==> src/utf8tok_pkg.sv <==
// ----------------------------------------------------------------------------
// UTF-8 tokenizer package
// Result record, queue push bundle and byte class constants shared by the
// tokenizer core, the result queue and the top level.
// ----------------------------------------------------------------------------
`default_nettype none

package utf8tok_pkg;

  localparam int MAX_RES  = 3;   // results one byte can cause
  localparam int OQ_DEPTH = 4;   // result queue entries
  localparam int OQ_PTR_W = 2;
  localparam int OQ_CNT_W = 3;

  localparam logic [7:0] CHAR_UPPER_A = 8'h41;
  localparam logic [7:0] CHAR_UPPER_Z = 8'h5A;
  localparam logic [7:0] CHAR_LOWER_A = 8'h61;
  localparam logic [7:0] CHAR_LOWER_Z = 8'h7A;
  localparam logic [7:0] CHAR_ZERO    = 8'h30;
  localparam logic [7:0] CHAR_NINE    = 8'h39;
  localparam logic [7:0] CHAR_DOT     = 8'h2E;

  localparam logic [2:0] LEAD2_TAG = 3'b110;
  localparam logic [3:0] LEAD3_TAG = 4'b1110;
  localparam logic [1:0] CONT_TAG  = 2'b10;

  typedef enum logic [1:0] {
    KIND_LETTER = 2'd0,
    KIND_DIGIT  = 2'd1,
    KIND_ASCII  = 2'd2,
    KIND_MULTI  = 2'd3
  } kind_t;

  typedef enum logic [1:0] {
    ST_TOKEN     = 2'd0,
    ST_DONE      = 2'd1,
    ST_MALFORMED = 2'd2
  } status_t;

  typedef struct packed {
    logic [11:0] token_offset;
    logic [12:0] token_length;
    logic [11:0] token_index;
    kind_t       token_kind;
    status_t     status;
    logic        last_result;
  } result_t;

  typedef struct packed {
    logic [1:0]                count;
    result_t [MAX_RES-1:0]     res;
  } push_t;

  function automatic result_t make_result(logic [11:0] off, logic [12:0] len,
                                          logic [11:0] idx, kind_t kind,
                                          status_t st);
    result_t r;
    r.token_offset = off;
    r.token_length = len;
    r.token_index  = idx;
    r.token_kind   = kind;
    r.status       = st;
    r.last_result  = 1'b0;
    return r;
  endfunction

endpackage

`default_nettype wire

==> src/utf8_char_run_tokenizer_top.sv <==
// ----------------------------------------------------------------------------
// UTF-8 character and run tokenizer
// Path: an accepted byte is registered at the input, decoded by the core and
// its results written into the result queue; results of one byte leave one per cycle while the receiver is ready.
// Throughput: one byte per cycle while the queue has room; every byte holds
// the input until the four-entry result queue has room for three.
// Reset: synchronous rst clears decoder state, run state and the queue.
// ----------------------------------------------------------------------------
`default_nettype none

module utf8_char_run_tokenizer_top
  import utf8tok_pkg::*;
#(
  parameter int MAX_TEXT_BYTES = 4096
) (
  input  wire logic        clk,
  input  wire logic        rst,
  input  wire logic        s_tvalid,
  output logic             s_tready,
  input  wire logic [7:0]  s_tdata,   // [7:0] text_byte
  input  wire logic        s_tlast,   // end_of_text
  output logic             m_tvalid,
  input  wire logic        m_tready,
  output logic [39:0]      m_tdata,   // [11:0] token_offset, [24:12] token_length,
                                      // [36:25] token_index, [39:37] zero
  output logic [3:0]       m_tuser,   // [1:0] token_kind, [3:2] status
  output logic             m_tlast    // last_result
);

  logic       in_valid;
  logic [7:0] in_byte;
  logic       in_eot;
  logic       fire;
  logic       space_ok;
  push_t      push;
  result_t    out_res;

  assign fire     = in_valid && space_ok;
  assign s_tready = !in_valid || fire;

  always_ff @(posedge clk) begin
    if (rst) begin
      in_valid <= 1'b0;
    end else if (s_tready) begin
      in_valid <= s_tvalid;
    end
  end

  always_ff @(posedge clk) begin
    if (s_tvalid && s_tready) begin
      in_byte <= s_tdata;
      in_eot  <= s_tlast;
    end
  end

  utf8tok_core #(
    .MAX_TEXT_BYTES(MAX_TEXT_BYTES)
  ) u_core (
    .clk         (clk),
    .rst         (rst),
    .fire        (fire),
    .text_byte   (in_byte),
    .end_of_text (in_eot),
    .push        (push)
  );

  utf8tok_outq u_outq (
    .clk       (clk),
    .rst       (rst),
    .push      (push),
    .space_ok  (space_ok),
    .out_valid (m_tvalid),
    .out_ready (m_tready),
    .out_res   (out_res)
  );

  assign m_tdata = {3'b000, out_res.token_index, out_res.token_length,
                    out_res.token_offset};
  assign m_tuser = {out_res.status, out_res.token_kind};
  assign m_tlast = out_res.last_result;

endmodule

`default_nettype wire

==> src/utf8tok_core.sv <==
// ----------------------------------------------------------------------------
// UTF-8 tokenizer core
// Holds the decoder and run state, and turns one registered byte into up to
// three results in a single pass of logic.
// ----------------------------------------------------------------------------
`default_nettype none

module utf8tok_core
  import utf8tok_pkg::*;
#(
  parameter int MAX_TEXT_BYTES = 4096
) (
  input  wire logic       clk,
  input  wire logic       rst,
  input  wire logic       fire,
  input  wire logic [7:0] text_byte,
  input  wire logic       end_of_text,
  output push_t           push
);

  localparam int POS_W = $clog2(MAX_TEXT_BYTES + 1);
  localparam logic [POS_W-1:0] POS_MAX = POS_W'(MAX_TEXT_BYTES);

  logic [POS_W-1:0] byte_position, byte_position_next;
  logic [1:0]       bytes_still_expected, bytes_still_expected_next;
  logic [1:0]       char_byte_count, char_byte_count_next;
  logic [11:0]      char_start_offset, char_start_offset_next;
  logic             run_active, run_active_next;
  logic             run_is_digit, run_is_digit_next;
  logic [11:0]      run_start_offset, run_start_offset_next;
  logic [12:0]      run_byte_length, run_byte_length_next;
  logic [11:0]      tokens_emitted, tokens_emitted_next;
  logic             failed, failed_next;

  logic [11:0]           here;
  logic                  is_letter;
  logic                  is_digit;
  logic [1:0]            n;
  result_t [MAX_RES-1:0] res;

  assign here      = 12'(byte_position);
  assign is_letter = (text_byte >= CHAR_UPPER_A && text_byte <= CHAR_UPPER_Z) ||
                     (text_byte >= CHAR_LOWER_A && text_byte <= CHAR_LOWER_Z);
  assign is_digit  = (text_byte >= CHAR_ZERO && text_byte <= CHAR_NINE) ||
                     (text_byte == CHAR_DOT);

  always_comb begin
    byte_position_next        = byte_position;
    bytes_still_expected_next = bytes_still_expected;
    char_byte_count_next      = char_byte_count;
    char_start_offset_next    = char_start_offset;
    run_active_next           = run_active;
    run_is_digit_next         = run_is_digit;
    run_start_offset_next     = run_start_offset;
    run_byte_length_next      = run_byte_length;
    tokens_emitted_next       = tokens_emitted;
    failed_next               = failed;
    n                         = '0;
    res                       = '0;

    if (!failed) begin
      if (byte_position >= POS_MAX) begin
        failed_next            = 1'b1;
        char_start_offset_next = here;
      end else begin
        byte_position_next = byte_position + POS_W'(1);
        if (bytes_still_expected == 2'd0) begin
          if (!text_byte[7]) begin
            char_start_offset_next = here;
            if (is_letter || is_digit) begin
              if (run_active && run_is_digit == is_digit) begin
                run_byte_length_next = run_byte_length + 13'd1;
              end else begin
                if (run_active) begin
                  res[n] = make_result(run_start_offset, run_byte_length,
                                       tokens_emitted_next,
                                       run_is_digit ? KIND_DIGIT : KIND_LETTER,
                                       ST_TOKEN);
                  n = n + 2'd1;
                  tokens_emitted_next = tokens_emitted_next + 12'd1;
                end
                run_active_next       = 1'b1;
                run_is_digit_next     = is_digit;
                run_start_offset_next = here;
                run_byte_length_next  = 13'd1;
              end
            end else begin
              // punctuation or control byte: close the run, then a lone token
              if (run_active) begin
                res[n] = make_result(run_start_offset, run_byte_length,
                                     tokens_emitted_next,
                                     run_is_digit ? KIND_DIGIT : KIND_LETTER,
                                     ST_TOKEN);
                n = n + 2'd1;
                tokens_emitted_next  = tokens_emitted_next + 12'd1;
                run_active_next      = 1'b0;
                run_byte_length_next = '0;
              end
              res[n] = make_result(here, 13'd1, tokens_emitted_next, KIND_ASCII,
                                   ST_TOKEN);
              n = n + 2'd1;
              tokens_emitted_next = tokens_emitted_next + 12'd1;
            end
          end else if (text_byte[7:5] == LEAD2_TAG) begin
            bytes_still_expected_next = 2'd1;
            char_byte_count_next      = 2'd1;
            char_start_offset_next    = here;
          end else if (text_byte[7:4] == LEAD3_TAG) begin
            bytes_still_expected_next = 2'd2;
            char_byte_count_next      = 2'd1;
            char_start_offset_next    = here;
          end else begin
            failed_next            = 1'b1;
            char_start_offset_next = here;
          end
        end else if (text_byte[7:6] == CONT_TAG) begin
          char_byte_count_next      = char_byte_count + 2'd1;
          bytes_still_expected_next = bytes_still_expected - 2'd1;
          if (bytes_still_expected == 2'd1) begin
            if (run_active) begin
              res[n] = make_result(run_start_offset, run_byte_length,
                                   tokens_emitted_next,
                                   run_is_digit ? KIND_DIGIT : KIND_LETTER,
                                   ST_TOKEN);
              n = n + 2'd1;
              tokens_emitted_next  = tokens_emitted_next + 12'd1;
              run_active_next      = 1'b0;
              run_byte_length_next = '0;
            end
            res[n] = make_result(char_start_offset, 13'(char_byte_count_next),
                                 tokens_emitted_next, KIND_MULTI, ST_TOKEN);
            n = n + 2'd1;
            tokens_emitted_next  = tokens_emitted_next + 12'd1;
            char_byte_count_next = '0;
          end
        end else begin
          failed_next = 1'b1;
        end

        if (!failed_next && end_of_text) begin
          if (bytes_still_expected_next != 2'd0) begin
            failed_next = 1'b1;
          end else begin
            if (run_active_next) begin
              res[n] = make_result(run_start_offset_next, run_byte_length_next,
                                   tokens_emitted_next,
                                   run_is_digit_next ? KIND_DIGIT : KIND_LETTER,
                                   ST_TOKEN);
              n = n + 2'd1;
              tokens_emitted_next = tokens_emitted_next + 12'd1;
            end
            res[n] = make_result(12'd0, 13'd0, tokens_emitted_next, KIND_LETTER,
                                 ST_DONE);
            n = n + 2'd1;
          end
        end
      end
    end

    if (end_of_text) begin
      if (failed_next) begin
        res[n] = make_result(char_start_offset_next, 13'd0, tokens_emitted_next,
                             KIND_LETTER, ST_MALFORMED);
        n = n + 2'd1;
      end
      res[n - 2'd1].last_result = 1'b1;
      // start the next text from a clean state
      byte_position_next        = '0;
      bytes_still_expected_next = '0;
      char_byte_count_next      = '0;
      char_start_offset_next    = '0;
      run_active_next           = 1'b0;
      run_is_digit_next         = 1'b0;
      run_start_offset_next     = '0;
      run_byte_length_next      = '0;
      tokens_emitted_next       = '0;
      failed_next               = 1'b0;
    end
  end

  assign push.count = fire ? n : 2'd0;
  assign push.res   = res;

  always_ff @(posedge clk) begin
    if (rst) begin
      byte_position        <= '0;
      bytes_still_expected <= '0;
      char_byte_count      <= '0;
      char_start_offset    <= '0;
      run_active           <= 1'b0;
      run_is_digit         <= 1'b0;
      run_start_offset     <= '0;
      run_byte_length      <= '0;
      tokens_emitted       <= '0;
      failed               <= 1'b0;
    end else if (fire) begin
      byte_position        <= byte_position_next;
      bytes_still_expected <= bytes_still_expected_next;
      char_byte_count      <= char_byte_count_next;
      char_start_offset    <= char_start_offset_next;
      run_active           <= run_active_next;
      run_is_digit         <= run_is_digit_next;
      run_start_offset     <= run_start_offset_next;
      run_byte_length      <= run_byte_length_next;
      tokens_emitted       <= tokens_emitted_next;
      failed               <= failed_next;
    end
  end

  a_eot_gives_result: assert property (@(posedge clk) disable iff (rst)
    fire && end_of_text |-> push.count != 2'd0)
    else $error("end of text produced no result");

  a_eot_clears_state: assert property (@(posedge clk) disable iff (rst)
    fire && end_of_text |=> byte_position == '0 && !failed && !run_active)
    else $error("state not cleared after end of text");

  a_failed_silent: assert property (@(posedge clk) disable iff (rst)
    fire && failed && !end_of_text |-> push.count == 2'd0)
    else $error("result produced after malformed sequence");

endmodule

`default_nettype wire

==> src/utf8tok_outq.sv <==
// ----------------------------------------------------------------------------
// UTF-8 tokenizer result queue
// Small register queue that takes up to three results a cycle and hands
// them out one at a time on the output stream.
// ----------------------------------------------------------------------------
`default_nettype none

module utf8tok_outq
  import utf8tok_pkg::*;
(
  input  wire logic  clk,
  input  wire logic  rst,
  input  push_t      push,
  output logic       space_ok,
  output logic       out_valid,
  input  wire logic  out_ready,
  output result_t    out_res
);

  result_t               mem [OQ_DEPTH];
  logic [OQ_PTR_W-1:0]   wr_ptr;
  logic [OQ_PTR_W-1:0]   rd_ptr;
  logic [OQ_CNT_W-1:0]   count;
  logic [OQ_CNT_W-1:0]   count_next;
  logic                  pop;

  assign out_valid  = (count != '0);
  assign out_res    = mem[rd_ptr];
  assign pop        = out_valid && out_ready;
  // room for the largest burst one byte can cause
  assign space_ok   = (count <= OQ_CNT_W'(OQ_DEPTH - MAX_RES));
  assign count_next = count + OQ_CNT_W'(push.count) - OQ_CNT_W'(pop);

  always_ff @(posedge clk) begin
    for (int i = 0; i < MAX_RES; i++) begin
      if (2'(i) < push.count) begin
        mem[wr_ptr + OQ_PTR_W'(i)] <= push.res[i];
      end
    end
  end

  always_ff @(posedge clk) begin
    if (rst) begin
      wr_ptr <= '0;
      rd_ptr <= '0;
      count  <= '0;
    end else begin
      wr_ptr <= wr_ptr + OQ_PTR_W'(push.count);
      rd_ptr <= rd_ptr + OQ_PTR_W'(pop);
      count  <= count_next;
    end
  end

  a_no_overflow: assert property (@(posedge clk) disable iff (rst)
    count <= OQ_CNT_W'(OQ_DEPTH))
    else $error("result queue overflow");

  a_push_needs_room: assert property (@(posedge clk) disable iff (rst)
    push.count != 2'd0 |-> space_ok)
    else $error("results pushed without room");

  a_ptr_gap: assert property (@(posedge clk) disable iff (rst)
    count != OQ_CNT_W'(OQ_DEPTH) |-> OQ_PTR_W'(count) == OQ_PTR_W'(wr_ptr - rd_ptr))
    else $error("queue pointers disagree with fill count");

endmodule

`default_nettype wire

==> config.mk <==
export PLATFORM = sky130hd
export DESIGN_NAME = utf8_char_run_tokenizer_top
export DESIGN_NICKNAME = d
export VERILOG_FILES = /design/src/utf8tok_pkg.sv /design/src/utf8_char_run_tokenizer_top.sv /design/src/utf8tok_core.sv /design/src/utf8tok_outq.sv
export SDC_FILE = /design/constraint.sdc
export NUM_CORES = 1
export LEC_CHECK = 0
export ABC_AREA = 1
export BUFFER_PORTS_ARGS = -buffer_cell sky130_fd_sc_hd__buf_4
export CAP_MARGIN = 25
export CORE_MARGIN = 4
export CORE_UTILIZATION = 39
export CTS_CLUSTER_DIAMETER = 80
export CTS_CLUSTER_SIZE = 14
export DETAILED_ROUTE_END_ITERATION = 7
export SLEW_MARGIN = 20
export SYNTH_ARGS = -nofsm -noshare
export SYNTH_HDL_FRONTEND = slang
export SYNTH_SLANG_ARGS = --single-unit
export TNS_END_PERCENT = 30
==> constraint.sdc <==
create_clock -name clk -period 7.6 [get_ports clk]
set_clock_uncertainty 0.05 [all_clocks]
set_input_delay 0.38 -clock clk [delete_from_list [all_inputs] [get_ports clk]]
set_output_delay 0.38 -clock clk [all_outputs]
set_load 0.05 [all_outputs]
After elaboration in Yosys (flattened, before gate mapping)
Memories as Yosys holds them, arrays and structs flattened. A register that Yosys moved wholly into a read port is not among the register bits.
Index checks and enable logic that the tools add are counted.
W data, S select, Z words.
{"block": "totals", "reg_bits": 86, "ramBits": 168, "in_bits": 13, "out_inout_bits": 47, "wordCells": 295, "mem_count": 1}
{"name": "u_outq.mem", "words": 4, "word_bits": 42, "rd": 1, "rd_ports_with_merged_regs": 1, "write_ports": 3, "line": "utf8tok_outq.sv:20", "rtl": "result_t mem [OQ_DEPTH];"}
{"block": "classes", "add_sub_neg": 20, "order_cmp": 23, "n_eq_ne": 10, "mux": 199, "n_reduce_logical": 26}
{"operator": "$mux W126", "n": 18}
{"operator": "$bwmux W126", "n": 6}
{"operator": "$mux W42", "n": 18}
{"operator": "$demux W42 S2", "n": 6}
{"operator": "$mux W12", "n": 42}
{"operator": "$mux W13", "n": 15}
{"operator": "$mux W2", "n": 51}
{"operator": "$mux W84", "n": 1}
{"operator": "$add A12 B1 Y12 const B", "n": 4}
{"operator": "$mux W1", "n": 42}
{"operator": "$add A13 B1 Y13 const B", "n": 2}
{"operator": "$lt A2 B3 Y1 const B", "n": 6}
{"operator": "$ge A8 B7 Y1 const B", "n": 2}
{"operator": "$le A8 B7 Y1 const B", "n": 2}
{"operator": "$add A2 B1 Y2 const B", "n": 7}
{"operator": "$logic_and A1 B1 Y1", "n": 14}
{"operator": "$ge A13 B13 Y1 const B", "n": 1}
{"operator": "$ge A2 B1 Y1 const B", "n": 6}
{"operator": "$eq A8 B6 Y1 const B", "n": 1}
{"operator": "$ge A8 B6 Y1 const B", "n": 1}
{"operator": "$le A8 B6 Y1 const B", "n": 1}
{"operator": "$reduce_and A6 Y1", "n": 1}
{"operator": "$reduce_bool A3 Y1", "n": 2}
{"operator": "$eq A4 B4 Y1 const B", "n": 1}
{"operator": "21 further kinds", "n": 28}

Depth between registers and ports, before layout
{"block": "logic_depth", "ltp_word": 36, "mapped_depth": 34, "ltp_nobuf": 33}

By module
From an unflattened synthesis, not the netlist that was laid out.
{"block": "unflattened", "cells_unflattened": 3063, "area_unflattened_um2": 19887.8}
{"mod": "utf8tok_outq", "n_inst": 1, "cells_per_inst": 1431, "area_per_inst_um2": 10578.9, "seq_area_each_um2": 5185.0}
{"mod": "utf8tok_core", "n_inst": 1, "cells_per_inst": 1611, "area_per_inst_um2": 8957.3, "seq_area_each_um2": 1381.3}
{"mod": "utf8_char_run_tokenizer_top", "n_inst": 1, "cells_per_inst": 21, "area_per_inst_um2": 351.6, "seq_area_each_um2": 290.3}

Least setup slack after synthesis
OpenSTA, ideal clock, no wires.
{"block": "synth_path", "kind": "register to register", "from": "register u_core.bytes_still_expected[0]", "to": "memory u_outq.mem[0][0] (netlist name) (enable)", "setup_ps": 500, "arrival_time_ps": 6460, "t_required_ps": 7050, "path_slack_ps": 591, "path_stages_with_launch": 24, "path_buffers": 2, "period_less_slack_ps": 7009, "path_cell_list": "dfxtp_1 inv_1 ha_1 buf_4 inv_2 buf_2 nor4_1 nor2_1 inv_1 ha_1 or2_2 nand2_1 inv_1 ha_1 inv_1 o22ai_4 inv_1 ha_1 inv_1 o21ai_2 nand2_2 nand2_4 nor2_1 o21ai_0"}
{"element": "start: declaration", "line": "utf8tok_core.sv:25", "rtl": "logic [1:0] bytes_still_expected, bytes_still_expected_next;"}
{"element": "start signal: assignment", "line": "utf8tok_core.sv:198", "rtl": "bytes_still_expected <= bytes_still_expected_next;"}
{"element": "end: declaration", "line": "utf8tok_outq.sv:20"}

==> results.md <==
- Critical register-to-register path endpoint: u_outq.mem[3][28]
- Final slew viol count: 0
- Total global routing track utilization: between 20% and 30%
- Initial detailed-routing violation count: between 2000 and 3000
- Number of antenna violations at the first check in global routing: 0
- Worst EP required: 7.76 ns
- Crit path max fanout: 30
- Standard cell with the maximum stage delay on the critical path: sky130_fd_sc_hd__edfxtp_1
- Path length in cells of the critical path: 28
- Switching portion of total power: between 40% and 50%
- Area growth, synth to finish: 8.49%
- Synth Area per Inst: 6.96 µm²
- Type of the worst min-delay path: in -> reg
- Detailed-router iteration count before antenna repair: 6
- Final-report hold violation count: 0
- Number of enable flip-flop cells after synthesis: about 180
- Number of non-filler instances in the completed layout: approximately 3300
- Buffering stage count on the worst path with inverters included: 10
- Leakage Power: 8.14 nW
- CTS tree: yes
- Internal power: 0.00288 W
- Total wire length: roughly 70000 µm
- Most frequently used flop master after synthesis: sky130_fd_sc_hd__edfxtp_1
- Via Count: 19300
- DIE HEIGHT: approximately 230 µm
- Die Footprint: between 0.05 and 0.06 mm²
- Post-DP HPWL: 51200 µm
- Nature of the critical path startpoint: flop
- Timing endpoint of the critical path: u_outq.mem[3][28]
- Initial cell density of the core: between 30 and 40%
- Remaining number of nets flagged by the antenna check after routing: 0
- Num rows: 80
- Power density over the cells: around 250 mW/mm²
- # placed instances: roughly 3300
- Number of maximum-capacitance constraint violations: 0
- Area of the core: between 0.04 and 0.05 mm²
- Most used cells in the layout excluding fill and tap cells: 687 x sky130_fd_sc_hd__nand2_1, 281 x sky130_fd_sc_hd__inv_1, 278 x sky130_fd_sc_hd__o21ai_0, 252 x sky130_fd_sc_hd__nor2_1, 177 x sky130_fd_sc_hd__edfxtp_1
- Worst setup path startpoint: in_byte[7]
- Worst R2R Start: in_byte[7]
- Post-Place Worst Slack: 0.912 ns
- Final Worst Setup Slack: ~0.85 ns
- Mapped cell area: about 0.019 mm²
- Routability congestion estimate: approximately 0.95
- Vias in the first global route: approximately 18000
- Deepest level of the CTS H-tree: 1
- Fraction of the yosys area taken by sequential cells: 36.2%
- Placed cell areas: roughly 0.020 mm²
- Number of buffers inserted during clock tree synthesis: 24
- Share of layout cells above drive strength 1: under 10%
- Total overflow reported by the global router: 0
- Post-CTS setup buffers: 0
- Via/cell ratio: about 5.8
- Wire length of the first global-routing pass: ~110000 µm
- Pin count of the biggest net entering global routing: 87
- Worst path top cell family by delay: simple AND/OR/NAND/NOR gates
- PortBufs: 56
- Maximum cell stage delay along the critical path: between 0.8 and 0.9 ns
- Die X: about 230 µm
- Fillcell total: 4879
- Worst Setup Path Type: reg -> reg
- Remaining max-slew budget at the tightest pin: a little under 30%
- Period minus WS final: around 6.8 ns
- Cell repeated most along the worst path: sky130_fd_sc_hd__inv_1
- Clk sink count: 254
- Clock network fraction of total power: 23.7%
- Setup-failing EPs final: 0
- Aggregate negative setup slack: 0 ns
- Final routed DRC violation total: 0
- Reg clk slew, reported paths: approximately 0.070 ns
- Post-layout instance area: ~0.021 mm²
- Ports placed on the boundary: 60
- Inserted Diodes: 0
- Worst R2R Path Depth: 28
- Cell count after synthesis: roughly 2700
- Part of the total power dissipated in sequential elements: between 30% and 40%
- Layout Nets: around 2700
- Minimum setup slack among reg-to-reg paths: around 0.85 ns
- Synth warn: 0
- Status: complete, no violations
- Avg WL per Cell: 21.5 µm
- Most common cell after layout, fill and taps aside: sky130_fd_sc_hd__nand2_1
- Synth cell types: 63
- Post-Route Utilization: a little over two fifths
- FMAX: 0.148 GHz
- Power dissipated by switching net loads: 0.00233 W
- Peak supply drop: between 0.15 and 0.2 mV
- Final clock period utilization by the worst path: 88.8%
- Maximum count of clock buffers along a single path: 3
- Clock Root Buffer: sky130_fd_sc_hd__clkbuf_16
- Synthesis-stage register bit count: roughly 250
- Transition time at the pin with the least slew margin: about 1.0 ns
- Clock network latency to the later pin of the worst-skew pair: approximately 0.57 ns
- RSZ-0062 raised after global routing: no
- Critical Path Sink Type: flop
- Comb pwr share: between 40% and 50%
- FFs w/ async S/R, synth: 0%
- Data arrival at the endpoint of the critical path: a little under 7 ns
-- cells by family (layout without fill, tap and decap cells) --
group                      after synthesis  in the layout  synth area share, %
adders and majority gates               25             25                 1.69
xor gates and xnor gates                21             21                 1.01
buffers and inverters                  475            459                 10.5
DFF                                    254            254                 36.2
AOI/OAI and AO/OA                      735            735                 22.9
and+or+nand+nor                       1209           1209                 27.6
other                                    1              3               0.0198
-- worst min-delay path by stage --
stage,slack [ns],depth (start not counted),start,to
4_1_cts,0.02,3,s_tvalid,in_valid
2_1_floorplan,0.39,1,u_core.byte_position[11],u_core.byte_position[11]
3_5_place_dp,0.43,2,u_core.char_start_offset[11],u_core.char_start_offset[11]
3_3_place_gp,0.42,2,u_core.failed,u_core.failed
5_1_grt,0.04,3,s_tvalid,in_valid
6_report,0.04,3,s_tvalid,in_valid
-- power groups by stage --
stage | Clock (W) | Combinational (W) | Sequential, W
final | 0.00124 | 0.00230 | 0.00167
after global routing | 0.00130 | 0.00247 | 0.00168
after CTS | 0.00126 | 0.00228 | 0.00167
after detailed placement | 0 | 0.00227 | 0.00170
after global placement | 0 | 0.00225 | 0.00170
after floorplan | 0 | 0.00156 | 0.00170
-- flip-flops by register name, summed over array words and instances, names as in the netlist --
signal                       cells
u_outq.count                     3
u_core.tokens_emitted           12
u_core.byte_position            13
u_core.failed                    1
u_core.char_byte_count           2
in_byte                          8
u_outq.mem                     168
u_outq.wr_ptr                    2
u_core.run_start_offset         12
u_outq.rd_ptr                    2
in_eot                           1
u_core.bytes_still_expected      2
u_core.run_active                1
u_core.run_byte_length          13
in_valid                         1
u_core.run_is_digit              1
u_core.char_start_offset        12
-- routing by layer --
layer / up-vias / wire length, µm / global-route usage [%]
li1: 9154 / - / -
met1: 8949 / 31600 / 38.4
met2: 1112 / 30300 / 39.7
met3: 111 / 7810 / 5.60
met4: 0 / 1670 / 5.72
met5: - / 0 / 0
-- synth_stat cells (3+ instances only) --
library cell / instances / area, µm²
sky130_fd_sc_hd__nor2_1: 253 / 950
sky130_fd_sc_hd__edfxtp_1: 177 / 5320
sky130_fd_sc_hd__inv_2: 27 / 101
sky130_fd_sc_hd__buf_4: 13 / 97.6
sky130_fd_sc_hd__a21oi_2: 4 / 35.0
sky130_fd_sc_hd__buf_2: 31 / 155
sky130_fd_sc_hd__buf_1: 5 / 18.8
sky130_fd_sc_hd__xor2_1: 16 / 140
sky130_fd_sc_hd__nand4_1: 24 / 150
sky130_fd_sc_hd__nand2_4: 9 / 101
sky130_fd_sc_hd__o22ai_1: 96 / 601
sky130_fd_sc_hd__nand2_2: 20 / 125
sky130_fd_sc_hd__ha_1: 24 / 300
sky130_fd_sc_hd__nand2_8: 6 / 120
sky130_fd_sc_hd__buf_6: 13 / 146
sky130_fd_sc_hd__nand3_1: 148 / 741
sky130_fd_sc_hd__xnor2_1: 4 / 35.0
sky130_fd_sc_hd__o21ai_2: 4 / 35.0
sky130_fd_sc_hd__inv_4: 4 / 25.0
sky130_fd_sc_hd__nor2_4: 6 / 67.6
sky130_fd_sc_hd__o21bai_1: 12 / 90.1
sky130_fd_sc_hd__dfxtp_1: 77 / 1540
sky130_fd_sc_hd__a31oi_1: 4 / 25.0
sky130_fd_sc_hd__o21ai_0: 282 / 1410
sky130_fd_sc_hd__a32oi_1: 4 / 35.0
sky130_fd_sc_hd__a211oi_1: 5 / 37.5
sky130_fd_sc_hd__nor3_1: 33 / 165
sky130_fd_sc_hd__nor2_8: 4 / 80.1
sky130_fd_sc_hd__clkinv_1: 3 / 11.3
sky130_fd_sc_hd__nand2_1: 687 / 2580
sky130_fd_sc_hd__inv_1: 282 / 1060
sky130_fd_sc_hd__o221ai_1: 19 / 166
sky130_fd_sc_hd__nor2_2: 10 / 62.6
sky130_fd_sc_hd__clkbuf_1: 95 / 357
sky130_fd_sc_hd__o211ai_1: 75 / 563
sky130_fd_sc_hd__a21oi_1: 139 / 696
sky130_fd_sc_hd__o21ai_1: 30 / 150
sky130_fd_sc_hd__a22oi_1: 44 / 330
-- tightest hold or removal path, delay by kind of cell --
kind	cells	cell delay, ns
AO/OA/AOI/OAI	1	0.06
buffers and inverters	2	0.17
-- stage by stage --
stage | total power, W | hold slack [ns]
global route | 0.00546 | 0.0437
finish | 0.00521 | 0.0353
global placement | 0.00396 | 0.417
floorplan | 0.00326 | 0.389
detailed placement | 0.00397 | 0.426
CTS | 0.00521 | 0.0168
-- layout make-up --
type                    instances  area (µm²)  area share, %
clock inverters                 6        80.1          0.390
well taps                     615         769           3.75
inverters                     317        1210           5.91
flip-flops and latches        254        6860           33.4
clock buffers                  38         696           3.39
multi-input cells            1993       10100           49.4
repair buffers                 98         778           3.79
-- what timing repair did --
action / in CTS / in global routing
resized for setup: 0 / 0
hold endpoints to repair: 9 / 0
hold buffers: 9 / 0
(Power assumes the default switching activity.)
